[src/sv/crom_pkg.sv]
// shared constants and types for the catmull-rom interpolator
// no dependencies; used by every module of the block
`default_nettype none

package crom_pkg;

  // pipeline layout: one register stage per entry
  localparam int NUM_STAGES = 7;
  localparam int ST_IN      = 0;  // input capture, t sampled with the item
  localparam int ST_SQ      = 1;  // t squared
  localparam int ST_CUBE    = 2;  // t cubed
  localparam int ST_WT      = 3;  // basis weights
  localparam int ST_MUL     = 4;  // weight times point products
  localparam int ST_SUM     = 5;  // sum of four products
  localparam int ST_OUT     = 6;  // rounded and saturated result

  localparam int NUM_POINTS = 4;
  localparam int NUM_COORDS = 3;

  // extra bits on the doubled weights over t: sign plus range up to 2.0
  localparam int WEIGHT_EXTRA = 3;

  // register index as decoded from paddr[2]
  localparam logic REG_T_FRACTION = 1'b0;

  // one advance strobe per stage
  typedef logic [NUM_STAGES-1:0] stage_vec_t;

endpackage

`default_nettype wire

[src/sv/crom_weights.sv]
// basis weight generator: t^2, t^3 and the four doubled weights, pipelined
// depends on crom_pkg for stage layout
`default_nettype none

module crom_weights #(
  parameter int T_WIDTH = 16
) (
  input  logic                                                 clk,
  input  crom_pkg::stage_vec_t                                 adv,
  input  logic [T_WIDTH-1:0]                                   t_in,
  output logic signed [T_WIDTH+crom_pkg::WEIGHT_EXTRA-1:0]     weight [crom_pkg::NUM_POINTS]
);

  localparam int WW = T_WIDTH + crom_pkg::WEIGHT_EXTRA;
  localparam int PW = 2 * T_WIDTH;

  logic [T_WIDTH-1:0] u0;
  logic [T_WIDTH-1:0] u1;
  logic [T_WIDTH-1:0] t2_1;
  logic [T_WIDTH-1:0] u2;
  logic [T_WIDTH-1:0] t2_2;
  logic [T_WIDTH-1:0] t3_2;
  logic [PW-1:0]      sq;
  logic [PW-1:0]      cube;
  logic signed [WW-1:0] su;
  logic signed [WW-1:0] s2;
  logic signed [WW-1:0] s3;
  logic signed [WW-1:0] two_one;

  // square and cube with round half up
  assign sq   = PW'(u0) * PW'(u0) + (PW'(1) << (T_WIDTH - 1));
  assign cube = PW'(t2_1) * PW'(u1) + (PW'(1) << (T_WIDTH - 1));

  // zero-extended operands for the weight sums
  assign su      = WW'(u2);
  assign s2      = WW'(t2_2);
  assign s3      = WW'(t3_2);
  assign two_one = WW'(1) << (T_WIDTH + 1);

  // t sampled with the item
  always_ff @(posedge clk) begin
    if (adv[crom_pkg::ST_IN]) begin
      u0 <= t_in;
    end
  end

  // t^2 stage
  always_ff @(posedge clk) begin
    if (adv[crom_pkg::ST_SQ]) begin
      u1   <= u0;
      t2_1 <= sq[PW-1:T_WIDTH];
    end
  end

  // t^3 stage
  always_ff @(posedge clk) begin
    if (adv[crom_pkg::ST_CUBE]) begin
      u2   <= u1;
      t2_2 <= t2_1;
      t3_2 <= cube[PW-1:T_WIDTH];
    end
  end

  // doubled basis weights; the true values fit, intermediates wrap harmlessly
  always_ff @(posedge clk) begin
    if (adv[crom_pkg::ST_WT]) begin
      weight[0] <= -s3 + (s2 <<< 1) - su;
      weight[1] <= (s3 <<< 1) + s3 - (s2 <<< 2) - s2 + two_one;
      weight[2] <= -(s3 <<< 1) - s3 + (s2 <<< 2) + su;
      weight[3] <= s3 - s2;
    end
  end

endmodule

`default_nettype wire

[config.mk]
export PLATFORM = sky130hd
export DESIGN_NAME = crom_weights
export DESIGN_NICKNAME = d
export VERILOG_FILES = /design/src/sv/crom_pkg.sv /design/src/sv/crom_weights.sv
export SDC_FILE = /design/constraint.sdc
export NUM_CORES = 1
export LEC_CHECK = 0
export BUFFER_PORTS_ARGS = -buffer_cell sky130_fd_sc_hd__buf_4
export CORE_AREA = 2 2 219 221
export DETAILED_ROUTE_END_ITERATION = 10
export DIE_AREA = 0 0 221 223
export GPL_TIMING_DRIVEN = 0
export PLACE_DENSITY = 0.8
export SYNTH_ARGS = -nofsm -noshare
export SYNTH_HDL_FRONTEND = slang
export SYNTH_SLANG_ARGS = --single-unit
[constraint.sdc]
create_clock -name clk -period 10.77 [get_ports clk]
set_clock_uncertainty 0.15 [all_clocks]
set_input_delay 1.077 -clock clk [delete_from_list [all_inputs] [get_ports clk]]
set_output_delay 1.077 -clock clk [all_outputs]
set_load 0.02 [all_outputs]
==> reports/qor.yml <==
cts:
  cts-root-buf: "clkbuf_16"
  cts_tree: "yes"
  clk_pin_slew_ps: 70
  htreeDepth: 4
  cts_max_path_buffers: 2
  cts_resized: 0
  clock_latency_ps: 490
  hold_buffers: 0
  numCtsBuffers: 17
  post_cts_buffers: 0
  cts.sink_count: 168
detailed_routing:
  drt_iter0_drc: 1157
  drt.antenna.violating_nets: 0
  wl_um: 56010
  vias: 17060
  drt_first_pass_iters: 5
  drcViolationCount: 0
  post_drt_wl_per_cell_um: 17.68
  via_per_inst: 5.382
final_layout:
  nNetsFinal: 3299
  multiInputGateArea_um2: 17640
  area_growth_pct: 8.372
  seq_area_um2: 5045
  fillers: 3830
  drive_gt1_share_pct: 6.466
timing:
  slew_headroom_pct: 40.50
  setup_tns_ps: 0
  clock.fmax_mhz: 132.8
  finalCritPeriodShare_pct: 69.90
  finalWorstPathRequiredPeriod_ps: 7528
  rsz0062_at_grt: "false"
  worst_slack_ps: 3242
  finalSetupViolCount: 0
  report.final.slew_viol_count: 0
  worst_pin_slew_ps: 883.2
  finalHoldViolations: 0
synth:
  synth-edff-count: 168
  synthTopCellsByCount: "573 x inv_1, 423 x fa_1, 313 x ha_1"
  synth_seq_area_share_pct: 20.13
  yosysUniqueCellTypes: 70
  yosysMostFrequentCell: "inv_1"
  yosys.area.top_type: "fa_1"
  synth_top_area_share_pct: 33.79
  ys.flop_type: "edfxtp_1"
  yosys_warnings: 0
  synth.mux.area_fraction_pct: 0.1647
  netlist_instances: 2424
  synthesis.nets: 3184
  synth_top_family_by_area: "adder cells"
  async_reset_ff_share_pct: 0
  synthSimpleGateAreaFrac_pct: 11.59
  synth_xor_xnor_area_share_pct: 3.390
  syn_area_um2: 25060
  synthAdderAreaFrac_pct: 49.41
  ys_ff_latch: 168
  synth_area_leaders: "fa_1 34%, edfxtp_1 20%, ha_1 16%"
  synth-compound-area-share_pct: 5.816
  avgSynthCellArea_um2: 10.34
global_route:
  grt_use_total_pct: 23.92
  grt_overflow: 0
  grt_pass1_vias: 18700
  grt_max_degree: 73
  antenna_found_initial: 1
  grt_pass1_wl_um: 92810
critical_path:
  rr_worst_depth: 23
  cp.required_ps: 10860
  r2r_start: "u0[5]"
  endpoint_kind: "register"
  crit_path_end: "t2_1[10]"
  cp_max_fo: 10
  startpoint: "u0[5]"
  crit_type: "register to register"
  crit_arrival_ps: 7620
  startpoint_type: "register"
  r2r-end: "t2_1[10]"
  rrSetupSlack_ps: 3240
flow_run:
  cap_violations: 0
place:
  post-place-ws_ps: 3338
  portBuffers: 96
  dp_hpwl_um: 46570
  place.gp.congestion: 0.9130
floorplan:
  die_w_um: 221
  pin_count: 100
  dieArea_um2: 49280
  die_h_um: 223
  start_util_pct: 53.16
  coreArea_um2: 47150
  rows: 80
outcome:
  run_status: "complete, no violations"
hold_path:
  hold_path_class: "register to register"
-- stage by stage --
step | instance area, um^2 | hold slack [ps] | utilization, % | std cells
after floorplan | 25060 | 274.4 | - | 2424
after global routing | 27160 | 388.4 | 57.60 | 3167
after CTS | 27160 | 361.2 | 57.60 | 3167
after global placement | 26550 | 353.9 | 56.32 | 3135
after detailed placement | 26550 | 344.0 | 56.32 | 3135
final | 27160 | 368.2 | 57.61 | 3169
-- critical path, cell delays in order (launching register included) --
cell      delay [ps]
edfxtp_1         670
clkbuf_1         630
nand2_1          240
fa_1             550
inv_1             50
fa_1             490
inv_1             50
fa_1             530
inv_1             50
fa_1             410
fa_1             510
inv_1             50
fa_1             520
inv_1             60
ha_1             300
nand2_1           60
o21ai_0          390
o221ai_1         240
a31oi_1          510
o21ai_1          190
nand2b_1         200
a21boi_1         200
nor2_1            90
xnor2_1          120
-- area by class of cell --
type / instances / area share, %
Antenna cell: 2 / 0.01843
Buffer: 57 / 0.8430
Clock buffer: 17 / 1.566
Clock inverter: 15 / 0.6541
Inverter: 573 / 7.919
Multi-Input combinational cell: 1626 / 64.94
Sequential cell: 168 / 18.57
Tap cell: 615 / 2.833
Timing Repair Buffer: 96 / 2.653
-- cells in the final DEF (no fill, tap or decap), drive strengths merged, types with 3 or more instances in the layout --
cell type and n:
a2111oi 5, inv 581, o21bai 9, o41a 3, buf 100, xor2 23
or3 7, o41ai 3, or2 5, o21ai 45, o31ai 4, a31o 5
a21o 24, o221ai 3, nor3 18, clkbuf 70, and4 4, and3 15
ha 313, nor2 75, a31oi 6, nand3 17, edfxtp 168, and2 167
clkinv 5, a21boi 4, nand4 4, nor2b 19, nand2 229, xnor2 74
o21a 13, a211oi 9, nor4 3, a21oi 60, nand2b 13, mux2i 3
fa 423
-- logic make-up (layout without fill, tap and decap cells) --
group / Yosys count / after routing
fa+ha+maj: 736 / 736
buf+inv: 630 / 758
simple gates: 583 / 583
compound gates: 206 / 206
flops: 168 / 168
xor+xnor: 97 / 97
mux: 4 / 4
other cells: 0 / 2
-- registers in the layout, summed over array words and instances, names as in the netlist --
signal / count
t3_2: 16
weight: 72
u0: 16
u2: 16
u1: 16
t2_2: 16
t2_1: 16
-- metal layers --
layer	vias to the layer above	wire, um	global-route usage [%]
met5	-	0	0
met4	0	1827	9.548
met3	135	3755	4.386
met2	601	28160	41.91
met1	8531	22270	29.28
li1	7788	-	-
-- worst min-delay path by stage --
stage                      start     end  slack [ps]  depth (start not counted)
after detailed placement  u0[14]  u1[14]         340                          0
after global routing      u0[14]  u1[14]         390                          0
after floorplan           u0[14]  u1[14]         270                          0
after global placement    u0[14]  u1[14]         350                          0
final                     u0[14]  u1[14]         370                          0
after CTS                 u0[14]  u1[14]         360                          0
Power is left out: the tool's default activity adds up to more than one toggle a clock period on the data nets, which glitch-free logic cannot reach.
